===== src/msbr_pkg.sv =====
// ----------------------------------------------------------------------------
// msbr_pkg
// Shared types, constants and codes for the mono to stereo balance restorer.
// ----------------------------------------------------------------------------
package msbr_pkg;

    localparam int SAMPLE_BITS      = 24;
    localparam int LATENCY_BITS_DEF = 16;
    localparam int POWER_W          = 49;
    localparam int COEFF_W          = 32;
    localparam int GAIN_W           = 18;
    localparam int LEVEL_W          = 25;
    localparam int CFG_W            = 49;
    localparam int CFG_IDX_W        = 2;

    localparam logic [COEFF_W-1:0] BALANCE_COEFF_RST = 32'd171799;
    localparam logic [COEFF_W-1:0] OBSERVE_COEFF_RST = 32'd25769803;
    localparam logic [POWER_W-1:0] BALANCE_FLOOR_RST = 49'd188;
    localparam logic [POWER_W-1:0] POWER_FLOOR       = 49'd28147;
    localparam logic [GAIN_W-1:0]  GAIN_ONE          = 18'd65536;

    typedef enum logic [CFG_IDX_W-1:0] {
        REG_LATENCY       = 2'd0,
        REG_BALANCE_COEFF = 2'd1,
        REG_OBSERVE_COEFF = 2'd2,
        REG_BALANCE_FLOOR = 2'd3
    } cfg_reg_t;

    typedef struct packed {
        logic signed [SAMPLE_BITS-1:0] processed_sample;
        logic signed [SAMPLE_BITS-1:0] dry_left;
        logic signed [SAMPLE_BITS-1:0] dry_right;
        logic                          dry_valid;
        logic                          block_last;
    } sample_t;

    typedef struct packed {
        logic signed [SAMPLE_BITS-1:0] out_left;
        logic signed [SAMPLE_BITS-1:0] out_right;
        logic                          out_last;
    } frame_t;

    typedef enum logic [4:0] {
        OP_NONE,
        OP_LOAD,
        OP_LAT_DEC,
        OP_MUL_SUM,
        OP_MUL_L,
        OP_MUL_R,
        OP_SQ_END,
        OP_ENV_DIFF,
        OP_ENV_MHI,
        OP_ENV_MLO,
        OP_ENV_ACC,
        OP_ENV_WR,
        OP_SQRT_INIT,
        OP_SQRT_STEP,
        OP_SQRT_END,
        OP_DIV_INIT,
        OP_DIV_STEP,
        OP_DIV_END,
        OP_GAIN_L,
        OP_GAIN_R,
        OP_GAIN_END,
        OP_OUT_LOAD
    } op_t;

    typedef enum logic [4:0] {
        S_IDLE,
        S_LAT,
        S_SQ_SUM,
        S_SQ_L,
        S_SQ_R,
        S_SQ_END,
        S_ENV_DIFF,
        S_ENV_MHI,
        S_ENV_MLO,
        S_ENV_ACC,
        S_ENV_WR,
        S_OBS,
        S_SQRT_INIT,
        S_SQRT_STEP,
        S_SQRT_END,
        S_DIV_INIT,
        S_DIV_STEP,
        S_DIV_END,
        S_GAIN_L,
        S_GAIN_R,
        S_GAIN_END,
        S_OUT
    } state_t;

    typedef struct packed {
        op_t        op;
        logic [1:0] sel;
    } dp_cmd_t;

    typedef struct packed {
        logic lat_zero;
        logic dry_valid;
        logic observable;
        logic total_zero;
    } dp_status_t;

endpackage


===== src/msbr_ctrl.sv =====
// ----------------------------------------------------------------------------
// msbr_ctrl
// Sequencer: steps the datapath through squares, envelopes, square roots,
// divisions and gain products, and owns the request handshakes.
// ----------------------------------------------------------------------------
module msbr_ctrl
(
    input  logic                  clk,
    input  logic                  rst_n,
    input  logic                  sample_valid,
    output logic                  sample_stall,
    output logic                  frame_valid,
    input  logic                  frame_stall,
    input  msbr_pkg::dp_status_t  status,
    output msbr_pkg::dp_cmd_t     cmd
);

    msbr_pkg::state_t state_reg;
    msbr_pkg::state_t state_next;
    logic [1:0]       sel_reg;
    logic [1:0]       sel_next;
    logic [4:0]       cnt_reg;
    logic [4:0]       cnt_next;
    logic             out_valid_reg;
    logic             out_valid_next;
    logic             out_free;

    assign out_free     = !out_valid_reg || !frame_stall;
    assign frame_valid  = out_valid_reg;

    always_ff @(posedge clk or negedge rst_n)
    begin
        if (!rst_n)
        begin
            state_reg     <= msbr_pkg::S_IDLE;
            sel_reg       <= 2'd0;
            cnt_reg       <= 5'd0;
            out_valid_reg <= 1'b0;
        end
        else
        begin
            state_reg     <= state_next;
            sel_reg       <= sel_next;
            cnt_reg       <= cnt_next;
            out_valid_reg <= out_valid_next;
        end
    end

    // next state
    always_comb
    begin
        state_next     = state_reg;
        sel_next       = sel_reg;
        cnt_next       = cnt_reg;
        out_valid_next = out_valid_reg && frame_stall;
        case (state_reg)
            msbr_pkg::S_IDLE:
            begin
                if (sample_valid)
                begin
                    state_next = msbr_pkg::S_LAT;
                end
            end
            msbr_pkg::S_LAT:
            begin
                if (!status.lat_zero || !status.dry_valid)
                begin
                    state_next = msbr_pkg::S_GAIN_L;
                end
                else
                begin
                    state_next = msbr_pkg::S_SQ_SUM;
                end
            end
            msbr_pkg::S_SQ_SUM: state_next = msbr_pkg::S_SQ_L;
            msbr_pkg::S_SQ_L:   state_next = msbr_pkg::S_SQ_R;
            msbr_pkg::S_SQ_R:   state_next = msbr_pkg::S_SQ_END;
            msbr_pkg::S_SQ_END:
            begin
                sel_next   = 2'd0;
                state_next = msbr_pkg::S_ENV_DIFF;
            end
            msbr_pkg::S_ENV_DIFF: state_next = msbr_pkg::S_ENV_MHI;
            msbr_pkg::S_ENV_MHI:  state_next = msbr_pkg::S_ENV_MLO;
            msbr_pkg::S_ENV_MLO:  state_next = msbr_pkg::S_ENV_ACC;
            msbr_pkg::S_ENV_ACC:  state_next = msbr_pkg::S_ENV_WR;
            msbr_pkg::S_ENV_WR:
            begin
                case (sel_reg)
                    2'd0:
                    begin
                        sel_next   = 2'd1;
                        state_next = msbr_pkg::S_ENV_DIFF;
                    end
                    2'd1:
                    begin
                        state_next = msbr_pkg::S_OBS;
                    end
                    2'd2:
                    begin
                        sel_next   = 2'd3;
                        state_next = msbr_pkg::S_ENV_DIFF;
                    end
                    default:
                    begin
                        sel_next   = 2'd0;
                        state_next = msbr_pkg::S_SQRT_INIT;
                    end
                endcase
            end
            msbr_pkg::S_OBS:
            begin
                if (status.observable)
                begin
                    sel_next   = 2'd2;
                    state_next = msbr_pkg::S_ENV_DIFF;
                end
                else
                begin
                    state_next = msbr_pkg::S_GAIN_L;
                end
            end
            msbr_pkg::S_SQRT_INIT:
            begin
                cnt_next   = 5'd24;
                state_next = msbr_pkg::S_SQRT_STEP;
            end
            msbr_pkg::S_SQRT_STEP:
            begin
                if (cnt_reg == 5'd0)
                begin
                    state_next = msbr_pkg::S_SQRT_END;
                end
                else
                begin
                    cnt_next = cnt_reg - 5'd1;
                end
            end
            msbr_pkg::S_SQRT_END:
            begin
                if (sel_reg == 2'd0)
                begin
                    sel_next   = 2'd1;
                    state_next = msbr_pkg::S_SQRT_INIT;
                end
                else
                begin
                    sel_next   = 2'd0;
                    state_next = msbr_pkg::S_DIV_INIT;
                end
            end
            msbr_pkg::S_DIV_INIT:
            begin
                if (status.total_zero)
                begin
                    state_next = msbr_pkg::S_GAIN_L;
                end
                else
                begin
                    cnt_next   = 5'd17;
                    state_next = msbr_pkg::S_DIV_STEP;
                end
            end
            msbr_pkg::S_DIV_STEP:
            begin
                if (cnt_reg == 5'd0)
                begin
                    state_next = msbr_pkg::S_DIV_END;
                end
                else
                begin
                    cnt_next = cnt_reg - 5'd1;
                end
            end
            msbr_pkg::S_DIV_END:
            begin
                if (sel_reg == 2'd0)
                begin
                    sel_next   = 2'd1;
                    state_next = msbr_pkg::S_DIV_INIT;
                end
                else
                begin
                    state_next = msbr_pkg::S_GAIN_L;
                end
            end
            msbr_pkg::S_GAIN_L:   state_next = msbr_pkg::S_GAIN_R;
            msbr_pkg::S_GAIN_R:   state_next = msbr_pkg::S_GAIN_END;
            msbr_pkg::S_GAIN_END: state_next = msbr_pkg::S_OUT;
            msbr_pkg::S_OUT:
            begin
                if (out_free)
                begin
                    out_valid_next = 1'b1;
                    state_next     = msbr_pkg::S_IDLE;
                end
            end
            default: state_next = msbr_pkg::S_IDLE;
        endcase
    end

    // outputs
    always_comb
    begin
        cmd.op       = msbr_pkg::OP_NONE;
        cmd.sel      = sel_reg;
        sample_stall = (state_reg != msbr_pkg::S_IDLE);
        case (state_reg)
            msbr_pkg::S_IDLE:
            begin
                if (sample_valid)
                begin
                    cmd.op = msbr_pkg::OP_LOAD;
                end
            end
            msbr_pkg::S_LAT:
            begin
                if (!status.lat_zero)
                begin
                    cmd.op = msbr_pkg::OP_LAT_DEC;
                end
            end
            msbr_pkg::S_SQ_SUM:    cmd.op = msbr_pkg::OP_MUL_SUM;
            msbr_pkg::S_SQ_L:      cmd.op = msbr_pkg::OP_MUL_L;
            msbr_pkg::S_SQ_R:      cmd.op = msbr_pkg::OP_MUL_R;
            msbr_pkg::S_SQ_END:    cmd.op = msbr_pkg::OP_SQ_END;
            msbr_pkg::S_ENV_DIFF:  cmd.op = msbr_pkg::OP_ENV_DIFF;
            msbr_pkg::S_ENV_MHI:   cmd.op = msbr_pkg::OP_ENV_MHI;
            msbr_pkg::S_ENV_MLO:   cmd.op = msbr_pkg::OP_ENV_MLO;
            msbr_pkg::S_ENV_ACC:   cmd.op = msbr_pkg::OP_ENV_ACC;
            msbr_pkg::S_ENV_WR:    cmd.op = msbr_pkg::OP_ENV_WR;
            msbr_pkg::S_SQRT_INIT: cmd.op = msbr_pkg::OP_SQRT_INIT;
            msbr_pkg::S_SQRT_STEP: cmd.op = msbr_pkg::OP_SQRT_STEP;
            msbr_pkg::S_SQRT_END:  cmd.op = msbr_pkg::OP_SQRT_END;
            msbr_pkg::S_DIV_INIT:
            begin
                if (!status.total_zero)
                begin
                    cmd.op = msbr_pkg::OP_DIV_INIT;
                end
            end
            msbr_pkg::S_DIV_STEP:  cmd.op = msbr_pkg::OP_DIV_STEP;
            msbr_pkg::S_DIV_END:   cmd.op = msbr_pkg::OP_DIV_END;
            msbr_pkg::S_GAIN_L:    cmd.op = msbr_pkg::OP_GAIN_L;
            msbr_pkg::S_GAIN_R:    cmd.op = msbr_pkg::OP_GAIN_R;
            msbr_pkg::S_GAIN_END:  cmd.op = msbr_pkg::OP_GAIN_END;
            msbr_pkg::S_OUT:
            begin
                if (out_free)
                begin
                    cmd.op = msbr_pkg::OP_OUT_LOAD;
                end
            end
            default: cmd.op = msbr_pkg::OP_NONE;
        endcase
    end

endmodule


===== config.mk =====
export PLATFORM = sky130hd
export DESIGN_NAME = msbr_ctrl
export DESIGN_NICKNAME = d
export VERILOG_FILES = /design/src/msbr_pkg.sv /design/src/msbr_ctrl.sv
export SDC_FILE = /design/constraint.sdc
export NUM_CORES = 1
export LEC_CHECK = 0
export BUFFER_PORTS_ARGS = -buffer_cell sky130_fd_sc_hd__buf_4
export CAP_MARGIN = 20
export CORE_ASPECT_RATIO = 0.8
export CORE_MARGIN = 4
export CORE_UTILIZATION = 52
export CTS_BUF_LIST = sky130_fd_sc_hd__clkbuf_16
export DETAILED_ROUTE_END_ITERATION = 8
export PLACE_DENSITY = 0.74
export SLEW_MARGIN = 20
export SYNTH_ARGS = -nofsm -noshare
export SYNTH_HDL_FRONTEND = slang
export SYNTH_SLANG_ARGS = --single-unit

===== constraint.sdc =====
create_clock -name clk -period 1.7 [get_ports clk]
set_input_delay 0.17 -clock clk [delete_from_list [all_inputs] [get_ports clk]]
set_output_delay 0.17 -clock clk [all_outputs]
set_load 0.03 [all_outputs]

==> results of run 1 <==
==> routing by layer <==
layer | vias to the layer above | global-route usage, % | share of wire, %
met5 | - | 0 | 0
met4 | 0 | 6.90 | 8.6
met3 | 85 | 5.43 | 14
met2 | 233 | 50.4 | 42
met1 | 938 | 39.2 | 35
li1 | 784 | - | -
==> layout make-up <==
| cell class | count | area, µm² | share of cell area (%) |
|---|---|---|---|
| clock buffer | 3 | 75.1 | 3.28 |
| clock inverter | 1 | 3.75 | 0.164 |
| timing repair buffer | 77 | 671 | 29.3 |
| sequential | 13 | 329 | 14.4 |
| multi-input combinational | 132 | 1120 | 49.0 |
| tap | 36 | 45.0 | 1.97 |
| inverter | 10 | 45.0 | 1.97 |
==> cells in the mapped netlist (3+ instances only) <==
cell type / instances / area, µm²
nand2_1: 9 / 33.8
o21a_1: 3 / 22.5
mux2i_1: 3 / 30.0
or3_1: 4 / 25.0
o21ai_0: 8 / 40.0
buf_2: 10 / 50.1
nand2b_1: 3 / 18.8
inv_1: 9 / 33.8
nor3_1: 7 / 35.0
nand3_1: 5 / 25.0
o2bb2ai_1: 5 / 43.8
o22ai_1: 3 / 18.8
nand4bb_1: 3 / 33.8
a21oi_1: 12 / 60.1
dfrtp_1: 13 / 325
o21ai_1: 6 / 30.0
nor2_1: 9 / 33.8
==> worst max path at each step <==
stage | endpoint | slack (ns) | cells past startpoint
6_report | cmd[4] | -0.28 | 5
5_1_grt | state_reg[2] | -0.29 | 6
4_1_cts | cmd[4] | -0.1 | 5
3_5_place_dp | cnt_reg[3] | -0.04 | 5
3_3_place_gp | state_reg[2] | 0.02 | 5
2_1_floorplan | cmd[4] | 0.04 | 5
==> kinds of logic (layout without fill, tap and decap cells) <==
| kind of cell | after synthesis | after routing |
|---|---|---|
| xor gates and xnor gates | 1 | 1 |
| adders and majority gates | 1 | 1 |
| and+or+nand+nor | 58 | 58 |
| muxes | 3 | 3 |
| AOI/OAI and AO/OA | 69 | 69 |
| DFF | 13 | 13 |
| buffers and inverters | 25 | 91 |
==> power breakdown <==
part | switching (mW) | internal [mW]
Sequential | 0.256 | 0.445
Clock | 0.161 | 0.312
Combinational | 2.07 | 1.68
Total | 2.48 | 2.44
==> metrics by stage <==
step                      setup slack (ns)  cells  hold WS, ns  TNS [ns]  power [mW]
after floorplan                     0.0413    170       -0.126         0        2.24
after global placement              0.0227    243       0.0191         0        3.09
after detailed placement           -0.0388    243       0.0235   -0.0897        3.19
after CTS                          -0.0992    255        0.313    -0.213        3.91
after global routing                -0.294    272        0.301     -2.50        5.04
final                               -0.283    272        0.288     -1.81        4.92
==> what timing repair did <==
item                                    4_1_cts  5_1_grt
pin swaps                                     8       13
setup buffers                                 7       19
hold buffers                                  1        0
resized for setup                            21       33
endpoints found under the hold margin        13        0
endpoints found under the setup margin        7       15
gates cloned                                  0        1
==> results.md, run 1 <==
Worst setup path:
- Along the worst path, the maximum fanout reaches 4.
- By startpoint and endpoint, the worst setup path is classified as register to primary output.
- Tracing the worst setup path back leads to its startpoint at state_reg[1].
- Measured in cells, the most critical reg-to-reg path has a length of 6.
- The capturing element type of the critical path is a primary output.
- The end of the worst register-to-register path is state_reg[2].
- Across all register-to-register paths, the minimum setup slack is -0.17 ns.
- For this run, the slowest stage of the critical path takes around 0.48 ns.
- The critical register-to-register path startpoint is state_reg[2].
- For the worst setup path, the data required time is approximately 1.5 ns.
- Traced cell by cell, the critical path runs through and2b_1 -> or3_1 -> a32oi_2 -> o22ai_2 -> buf_6.
- On the critical path, the stage with the largest delay is an instance of dfrtp_1.
- STA puts the critical path data arrival time at roughly 1.8 ns.
- The kind of cell adding the most delay to the critical path is simple AND/OR/NAND/NOR gates.
- Counting both buffers and inverters, the worst setup path holds a total of 1.
- The nature of the critical path startpoint is a register.

Floorplanning:
- The die is about 54 µm tall.
- Once the floorplan was initialized, standard cells occupied between 50 and 60% of the core.
- The I/O pin count is 17.
- The overall die width is 65.6 µm.
- The area of the die is 3550 µm².
- The number of rows in the core area is 16.
- The core area is approximately 2500 µm².

Global route:
- The first global-routing pass estimated 7.91 mm of wire.
- In the global route stage, overall resource usage came out at approximately 30%.
- The number of global-route vias before repair is 1545.
- The number of antenna violations at the first check in global routing is 0.
- The total grt overflow is 0.
- Entering global routing, the biggest net connects 21 pins.

Clock tree:
- TritonCTS built the clock tree.
- The clock latency of the later-clocked register in the worst-skew pair is 0.26 ns.
- Clock-pin slew was measured on the worst setup and hold paths at around 0.050 ns.
- CTS built an H-tree with a depth of 1.
- The cell sitting at the root of the clock tree is a clkbuf_16.
- The clock sink count is 13.
- The buffer levels on the longest clock path is 2.
- The number of clock buffers added by TritonCTS is 3.

Outcome:
- The final reports fail on setup timing.
- The flow ran to the end, but the final reports show violations.

Power and ir drop:
- VDD sags by at most about 1.4 mV.
- Power spread over the standard cell area amounts to 2150 nW/µm².
- Summed over all cells, the static leakage comes to about 0.97 nW.

Route:
- The DRC violation count after routing is 0.
- The number of DRC markers in iteration 0 is 356.
- Dividing the detail-routed via count by the number of cells gives between 7 and 8.
- The routed wire length per instance is around 27 µm.
- In this run the remaining antenna-violating nets after routing total 0.
- For this block, the routed nets add up to roughly 7.4 mm of wire.
- Before antenna repair, the detailed router went through 5 iterations.
- The routed layout has between 2000 and 2500 vias.

STA:
- The final count of hold timing violations is 0.
- The clock period minus worst slack is around 2.0 ns.
- The tightest slew margin relative to the limit is about two thirds.
- Setup repair after global routing could not meet its margin everywhere.
- The final number of setup-violating endpoints is 15.
- Once routing completed, OpenROAD measured the worst setup slack at -0.283 ns.
- Derived from the worst setup path, the maximum achievable clock frequency is 0.504 GHz.
- The number of pins exceeding their max-slew limit in the final report is 0.
- The final worst-path cycle share is 117%.
- Between clock sinks in the finished design, the worst skew comes to around 0.012 ns.
- For the pin with the worst max-slew slack, the measured transition is between 0.4 and 0.5 ns.

Logic synthesis:
- The synthesized netlist devotes 0.635% of its cell area to XOR and XNOR gates.
- Counting every net in the synthesized netlist gives between 150 and 200.
- The area fraction in and, or, nand and nor cells after synthesis is 26.6%.
- Synthesis instantiated 61 different standard cells from the library.
- The synthesized design contains 0 enable-type register cells.
- For this run, asynchronously set or reset flops after synthesis account for 100%.
- The mux contribution to synthesized area is under 10%.
- The number of register bits inferred by synthesis is 13.
- Of the total synthesized cell area, the portion taken by full adders, half adders and majority gates is 0.907%.
- The portion of the post-synthesis area used by sequential elements is about a quarter.
- The count of yosys warnings during synthesis is 0.
- The most common flop cell mapped by yosys is dfrtp_1.
- In this run the mean area of a mapped cell was ~8 µm².
- The combinational family with the most area after synthesis is compound AO/OA/AOI/OAI gates.
- The number of standard cells after synthesis is 170.
- The total standard cell area after synthesis is between 1000 and 1500 µm².
- The synthesized netlist devotes about 38% of its cell area to compound gates.

Finish:
- The share of cells above drive strength 1 is 51.7%.
- After the last flow step, the layout net total stands at ~250.
- The final design utilization is 92.3%.
- The number of antenna diodes in the final layout is 0.
- The post-route standard cell area excluding fillers is around 2300 µm².
- Fill cells in the final layout number 91.
- Compared with the post-synthesis result, the final layout area differs by 66.0%.
- Leaving out fill and tap cells, the most frequent cells in the layout are 58 x buf_4, 16 x buf_6, 10 x dfrtp_1.
- Leaving out fill and tap cells, the most frequent cell in the layout is buf_4.

Run:
- Max-cap violations in this run came to 0.

Placed design:
- The detailed placer's ending HPWL is between 3 and 4 mm.
- The routability congestion estimate is a little under 0.9.
- Once placement finished, the instance area stood at 1770 µm².
- Buffers placed on the I/O ports in this run total 16.

Worst hold path:
- The path class of the tightest hold or removal check is input port to async pin.
No activity file was read; power rests on OpenSTA's default activity.
==> inputs of run 2 (changes only) <==
--- a/config.mk
+++ b/config.mk
@@ -12,6 +12,7 @@
 export CORE_UTILIZATION = 52
 export CTS_BUF_LIST = sky130_fd_sc_hd__clkbuf_16
 export DETAILED_ROUTE_END_ITERATION = 8
+export MAX_ROUTING_LAYER = met4
 export PLACE_DENSITY = 0.74
 export SLEW_MARGIN = 20
 export SYNTH_ARGS = -nofsm -noshare
==> run 2 against run 1 <==
Non-clock buffer count stayed put. Final cell count stayed put. Worst hold slack better by 0.016 ns. Power is 0.43% lower. Utilization is 0.55 points higher. Wire length is 2.2% lower. Largest power group unchanged. Critical endpoint is now cmd[3]. Sequential cell count stayed put. The run still ends with setup timing left. Die area stayed put. Critical path type unchanged.
==> results.md, run 2 (synthesis gave the netlist of run 1 again) <==
STA:
- The final number of setup-violating endpoints is 13 (was 15).
- The clock period minus worst slack is 1.98 ns (about the same).
- The worst-margin pin slew is 0.556 ns (was 0.494 ns).
- The final worst-path cycle share is 116% (was 117%).
- The final total negative setup slack is -1.73 ns (was -1.81 ns).
- The tightest slew margin relative to the limit was 62.6% (was 66.7%).
- The worst setup slack after layout is -0.280 ns (was -0.283 ns).
- RSZ-0062 raised after global routing: true (unchanged).
- The worst hold slack is 0.304 ns (was 0.288 ns).
- The final count of hold timing violations is 0 (unchanged).
- The number of pins exceeding their max-slew limit in the final report is 0 (unchanged).
- The clock skew after layout is 0.00557 ns (was 0.0116 ns).
- The upper clock frequency limit is 0.505 GHz (was 0.504 GHz).

Finish:
- The total inserted antenna cells is 0 (unchanged).
- The post-route standard cell area excluding fillers is 2300 µm² (was 2290 µm²).
- The count of fill cells added during filler insertion came to 91 (unchanged).
- The final design utilization is 92.8% (was 92.3%).
- Most used cells in the layout excluding fill and tap cells: 58 x buf_4, 16 x buf_6, 10 x dfrtp_1 (unchanged).
- The layout overhead on the synthesized area was 67.0% (was 66.0%).
- The most frequent standard cell in the layout excluding fill and tap cells is buf_4 (unchanged).
- The number of nets in the final layout is 246 (unchanged).
- The share of cells above drive strength 1 is 51.7% (unchanged).

Worst setup path:
- The required arrival time at the worst endpoint is 1.53 ns (about the same).
- The class of the most critical setup path is register to primary output (unchanged).
- The setup slack of the most critical reg-to-reg path is -0.23 ns (was -0.17 ns).
- The worst-case reg-to-reg path depth is 6 (unchanged).
- The critical register-to-register path startpoint was state_reg[0] (was state_reg[2]).
- The highest net fanout along the worst path is 7 (was 4).
- The nature of the critical path startpoint is a register (unchanged).
- The end of the worst register-to-register path is state_reg[2] (unchanged).
- The capturing element type of the critical path is a primary output (unchanged).
- The data arrival time of the worst path is 1.81 ns (about the same).

Route:
- The detailed-route via count is 2039 (was 2040).
- The number of nets with antenna violations after detailed routing is 0 (unchanged).
- The number of DRC markers in iteration 0 came to 297 (was 356).
- The mean number of vias per cell is 7.50 (about the same).
- The final wirelength is 7.25 mm (was 7.42 mm).
- The detailed-routing iteration count for the pre-antenna-repair pass was 5 (unchanged).
- The DRC violation count after routing came to 0 (unchanged).
- The routed wire length per instance is 26.7 µm (was 27.3 µm).

Floorplanning:
- The die boundary height is 54.1 µm (unchanged).
- The core area is 2480 µm² (unchanged).
- The overall die width is 65.6 µm (unchanged).
- The starting density of the core is 55.6% (unchanged).
- The area of the die came to 3550 µm² (unchanged).
- The number of rows in the core area is 16 (unchanged).
- The I/O pin count is 17 (unchanged).

Placed design:
- The detailed placer's ending HPWL is 3.25 mm (unchanged).
- The number of buffers inserted by port buffering came to 16 (unchanged).
- The routability congestion estimate is 0.904 (was 0.889).
- The total placed instance area came to 1770 µm² (unchanged).

Outcome:
- Outcome: finished with violations (unchanged).
- Violated checks: setup timing (unchanged).

Global route:
- The global-route wire length before repair is 7.95 mm (was 7.91 mm).
- The overall track demand over capacity in global routing is 30.6% (was 29.6%).
- The number of global-route vias before repair was 1541 (was 1545).
- The number of antenna violations at the first check in global routing is 0 (unchanged).
- The pin count of the biggest net entering global routing is 21 (unchanged).
- The total grt overflow is 0 (unchanged).

Power and ir drop:
- The internal power component came to 2.45 mW (was 2.44 mW).
- The maximum VDD drop came to 1.52 mV (was 1.37 mV).
- The static leakage power is 0.974 nW (was 0.972 nW).
- The share of power burned in the clock network is 9.2% (was 9.6%).
- The sequential power share is 14.1% (was 14.2%).
- The sum of internal, switching and leakage power is 4.90 mW (was 4.92 mW).
- The power density over the cells came to 2130 nW/µm² (was 2150 nW/µm²).
- The switching power as a share of total power is 50.0% (was 50.5%).
- The power dissipated by switching net loads is 2.45 mW (was 2.48 mW).
- The proportion of power drawn by combinational gates is 76.6% (was 76.1%).

Run:
- The count of maximum capacitance violations was 0 (unchanged).

Clock tree:
- The clock latency of the later-clocked register in the worst-skew pair was 0.25 ns (was 0.26 ns).
- The cell at the root of the clock tree is clkbuf_16 (unchanged).
- The H-tree depth is 1 (unchanged).
- The buffer levels on the longest clock path was 2 (unchanged).
- The clock sink count was 13 (unchanged).
- The register clock-pin slew on the reported worst setup and hold paths came to 0.05 ns (about the same).
- The clock tree from TritonCTS is done (unchanged).
- The CTS buffer count is 3 (unchanged).

Worst hold path:
- The class of the tightest hold or removal check is input port to async pin (unchanged).
-- run 2: final cells by class --
type / count / area [µm²] / share of cell area [%]
Timing Repair Buffer: 77 / 671 / 29.1
Clock inverter: 1 / 3.75 / 0.163
Inverter: 10 / 45.0 / 1.95
Multi-Input combinational cell: 132 / 1140 / 49.3
Clock buffer: 3 / 75.1 / 3.26
Sequential cell: 13 / 329 / 14.3
Tap cell: 36 / 45.0 / 1.95
-- run 2: power groups by stage --
stage          Sequential (mW)  Combinational (mW)  Clock (mW)
4_1_cts                  0.637                2.84       0.439
3_3_place_gp             0.633                2.45           0
5_1_grt                  0.686                3.86       0.463
2_1_floorplan            0.592                1.65           0
6_report                 0.693                3.75       0.452
3_5_place_dp             0.644                2.55           0
-- run 2: repair_timing --
item / CTS / global route
buffers inserted: 7 / 19
endpoints found under the hold margin: 13 / 0
gates cloned: 0 / 1
setup endpoints to repair: 7 / 15
pin swaps: 8 / 12
gates resized for setup: 21 / 34
hold buffers: 1 / 0
-- run 2: routing by layer --
metal | GRT usage (%) | up-vias | share of wire, %
met2 | 50.3 | 239 | 42
met3 | 5.43 | 85 | 15
li1 | - | 779 | -
met4 | 6.90 | 0 | 7.4
met1 | 39.7 | 936 | 36
met5 | - | - | 0
-- run 2: worst max-delay path by stage --
stage,to,slack (ns),startpoint,depth (start not counted)
6_report,cmd[3],-0.28,state_reg[4],6
5_1_grt,state_reg[2],-0.28,cnt_reg[0],6
4_1_cts,cmd[4],-0.1,state_reg[1],5
3_5_place_dp,cnt_reg[3],-0.04,state_reg[2],5
3_3_place_gp,state_reg[2],0.02,state_reg[3],5
2_1_floorplan,cmd[4],0.04,state_reg[0],5
-- run 2: per-stage QoR --
| step | instances | setup slack (ns) |
|---|---|---|
| after floorplan | 170 | 0.0413 |
| after global placement | 243 | 0.0227 |
| after detailed placement | 243 | -0.0388 |
| after CTS | 255 | -0.0992 |
| after global routing | 272 | -0.284 |
| final | 272 | -0.280 |
-- run 2: critical path, cell delays in order, from the launching register on --
cell	delay (ns)
dfrtp_2	0.48
buf_12	0.17
nor2_1	0.23
o21ai_0	0.17
o22ai_1	0.18
a22o_1	0.17
buf_4	0.16
==> inputs of run 3 (changes only) <==
--- a/config.mk
+++ b/config.mk
@@ -7,13 +7,15 @@
 export LEC_CHECK = 0
 export BUFFER_PORTS_ARGS = -buffer_cell sky130_fd_sc_hd__buf_4
 export CAP_MARGIN = 20
+export CELL_PAD_IN_SITES_DETAIL_PLACEMENT = 1
+export CELL_PAD_IN_SITES_GLOBAL_PLACEMENT = 2
 export CORE_ASPECT_RATIO = 0.8
 export CORE_MARGIN = 4
-export CORE_UTILIZATION = 52
+export CORE_UTILIZATION = 25
 export CTS_BUF_LIST = sky130_fd_sc_hd__clkbuf_16
 export DETAILED_ROUTE_END_ITERATION = 8
 export MAX_ROUTING_LAYER = met4
-export PLACE_DENSITY = 0.74
+export PLACE_DENSITY = 0.62
 export SLEW_MARGIN = 20
 export SYNTH_ARGS = -nofsm -noshare
 export SYNTH_HDL_FRONTEND = slang
==> run 3 against run 2 <==
The run still ends with setup timing left. Critical endpoint is now cmd[4]. Register-to-register slack gained 0.22 ns. Utilization shrank 53 points. Non-clock buffer count shrank 19. Via count shrank 22%. Clock power is essentially flat. Final cell count grew 2.6%. Sequential share of layout area grew 1.8 points. Power shrank 16%. Worst hold slack lost 0.0071 ns. Highest routed layer unchanged.
==> results.md, run 3 (synthesis gave the netlist of run 1 again) <==
Outcome:
- Outcome: finished with violations (unchanged).
- Violated checks: setup timing (unchanged).

Finish:
- The total inserted antenna cells is 0 (unchanged).
- The final design utilization is 39.7% (was 92.8%).
- The count of fill cells added during filler insertion was 630 (was 91).
- The most frequent standard cell in the layout excluding fill and tap cells is buf_4 (unchanged).
- The layout overhead on the synthesized area came to 49.0% (was 67.0%).
- The number of standard cells in the final layout excluding fillers is 279 (was 272).
- The share of cells above drive strength 1 came to 42.9% (was 51.7%).
- Most used cells in the layout excluding fill and tap cells: 47 x buf_4, 10 x a21oi_1, 9 x nand2_1, 9 x dfrtp_1 (was 58 x buf_4, 16 x buf_6, 10 x dfrtp_1).
- The number of nets in the final layout is 227 (was 246).

Floorplanning:
- The overall die width came to 91.1 µm (was 65.6 µm).
- The number of rows in the core area came to 23 (was 16).
- The die boundary height is 74.5 µm (was 54.1 µm).
- The area of the die came to 6780 µm² (was 3550 µm²).
- The I/O pin count came to 17 (unchanged).
- The core area is 5180 µm² (was 2480 µm²).
- The starting density of the core is 26.6% (was 55.6%).

Power and ir drop:
- The power dissipated by switching net loads is 1.99 mW (was 2.45 mW).
- The static leakage power is 0.852 nW (was 0.974 nW).
- The proportion of power drawn by combinational gates is 73.1% (was 76.6%).
- The sequential power share came to 16.0% (was 14.1%).
- The share of power burned in the clock network was 10.9% (was 9.2%).
- The internal power component is 2.13 mW (was 2.45 mW).
- The maximum VDD drop is 0.891 mV (was 1.52 mV).
- The switching power as a share of total power is 48.3% (was 50.0%).
- The power density over the cells is 2010 nW/µm² (was 2130 nW/µm²).

Route:
- The DRC violation count after routing is 0 (unchanged).
- The routed wire length per instance is 19.1 µm (was 26.7 µm).
- The detailed-route via count came to 1594 (was 2039).
- The number of DRC markers in iteration 0 is 114 (was 297).
- The detailed-routing iteration count for the pre-antenna-repair pass is 4 (was 5).
- The mean number of vias per cell was 5.71 (was 7.50).
- The number of nets with antenna violations after detailed routing came to 0 (unchanged).
- The final wirelength was 5.32 mm (was 7.25 mm).

Global route:
- The global-route wire length before repair came to 8.50 mm (was 7.95 mm).
- The number of antenna violations at the first check in global routing is 0 (unchanged).
- The total grt overflow is 0 (unchanged).
- The pin count of the biggest net entering global routing is 28 (was 21).
- The number of global-route vias before repair is 1645 (was 1541).
- The overall track demand over capacity in global routing is 16.1% (was 30.6%).

Worst setup path:
- The highest net fanout along the worst path is 27 (was 7).
- The data arrival time of the worst path was 1.63 ns (was 1.81 ns).
- The class of the most critical setup path is register to primary output (unchanged).
- The nature of the critical path startpoint is a register (unchanged).
- The capturing element type of the critical path is a primary output (unchanged).
- The count of buffer and inverter cells on the critical path is 2 (unchanged).
- The kind of cell adding the most delay to the critical path is compound AO/OA/AOI/OAI gates (unchanged).
- The cell with the largest stage delay on the worst path is dfrtp_2 (unchanged).
- The required arrival time at the worst endpoint is 1.53 ns (about the same).
- List of cells traversed by the critical path: buf_12 -> a21boi_0 -> o31a_1 -> o22ai_2 -> buf_6 (was buf_12 -> nor2_1 -> o21ai_0 -> o22ai_1 -> a22o_1 -> buf_4).
- The worst stage delay on the critical path is 0.44 ns (was 0.48 ns).

Clock tree:
- The cell at the root of the clock tree is clkbuf_16 (unchanged).
- The clock sink count came to 13 (unchanged).
- The CTS buffer count is 3 (unchanged).
- The buffer levels on the longest clock path was 2 (unchanged).
- The register clock-pin slew on the reported worst setup and hold paths came to 0.05 ns (about the same).
- The clock latency of the later-clocked register in the worst-skew pair was 0.24 ns (was 0.25 ns).
- The clock tree from TritonCTS is done (unchanged).
- The H-tree depth is 1 (unchanged).

Worst hold path:
- The class of the tightest hold or removal check is input port to register (was input port to async pin).

Placed design:
- The routability congestion estimate came to 0.792 (was 0.904).
- The number of instances in the placed design was 265 (was 243).
- The detailed placer's ending HPWL is 3.70 mm (was 3.25 mm).
- The number of buffers inserted by port buffering is 16 (unchanged).

STA:
- The number of pins exceeding their max-slew limit in the final report is 0 (unchanged).
- The clock period minus worst slack came to 1.80 ns (was 1.98 ns).
- The final worst-path cycle share is 106% (was 116%).
- The worst-margin pin slew is 0.412 ns (was 0.556 ns).
- RSZ-0062 raised after global routing: true (unchanged).
- The upper clock frequency limit is 0.554 GHz (was 0.505 GHz).
- The tightest slew margin relative to the limit is 72.3% (was 62.6%).
- The clock skew after layout is 0.00258 ns (was 0.00557 ns).
- The worst setup slack after layout is -0.105 ns (was -0.280 ns).
- The final count of hold timing violations is 0 (unchanged).
- The final number of setup-violating endpoints was 4 (was 13).

Run:
- The count of maximum capacitance violations is 0 (unchanged).
-- run 3: layout make-up --
class	instances	area, µm²	share of cell area [%]
multi-input combinational	132	1040	50.4
timing repair buffer	58	488	23.7
sequential	13	330	16.1
tap	62	77.6	3.77
clock buffer	3	75.1	3.65
inverter	10	45.0	2.19
clock inverter	1	3.75	0.182
-- run 3: worst min-delay path, cell delays in order --
cell,delay (ns)
buf_4,0.08
nand2_1,0.14
nand2_1,0.10
-- run 3: worst paths after layout --
check / startpoint / endpoint / slack [ns] / cells after the start
max in group asynchronous: rst_n / state_reg[1] / 1.18 / 2
hold reg to reg: cnt_reg[4] / cnt_reg[4] / 0.54 / 1
min in group asynchronous: rst_n / frame_valid / 0.33 / 2
setup reg to reg: cnt_reg[1] / state_reg[4] / -0.01 / 6
setup / recovery: state_reg[0] / cmd[4] / -0.10 / 5
hold / removal: frame_stall / frame_valid / 0.30 / 3
-- run 3: routing by layer --
layer,up-vias,global-route usage [%],share of wire (%)
met4,0,2.68,0.90
met2,37,26.7,47
li1,750,-,-
met1,801,21.6,49
met3,6,2.12,2.9
met5,-,-,0
-- run 3: power groups by stage --
stage	clock (mW)	sequential [mW]	combinational (mW)
2_1_floorplan	0	0.592	1.65
3_3_place_gp	0	0.624	2.56
3_5_place_dp	0	0.632	2.61
4_1_cts	0.469	0.632	2.72
5_1_grt	0.484	0.689	3.25
6_report	0.451	0.659	3.02
-- run 3: per-stage QoR --
| stage | hold WS, ns | instance area, µm² | TNS [ns] | total power [mW] | setup slack [ns] |
|---|---|---|---|---|---|
| 6_report | 0.297 | 2060 | -0.255 | 4.13 | -0.105 |
| 5_1_grt | 0.335 | 2060 | -0.790 | 4.42 | -0.159 |
| 4_1_cts | 0.291 | 1920 | -0.325 | 3.82 | -0.130 |
| 3_5_place_dp | 0.0342 | 1770 | -0.0417 | 3.25 | -0.0263 |
| 3_3_place_gp | 0.0291 | 1770 | 0 | 3.19 | 0.0416 |
| 2_1_floorplan | -0.126 | 1400 | 0 | 2.24 | 0.0413 |
-- run 3: what timing repair did --
item | 4_1_cts | 5_1_grt
buffers inserted | 5 | 5
gates resized for setup | 12 | 22
setup endpoints to repair | 7 | 15
hold buffers | 1 | 0
hold endpoints to repair | 13 | 0
pin swaps | 8 | 3
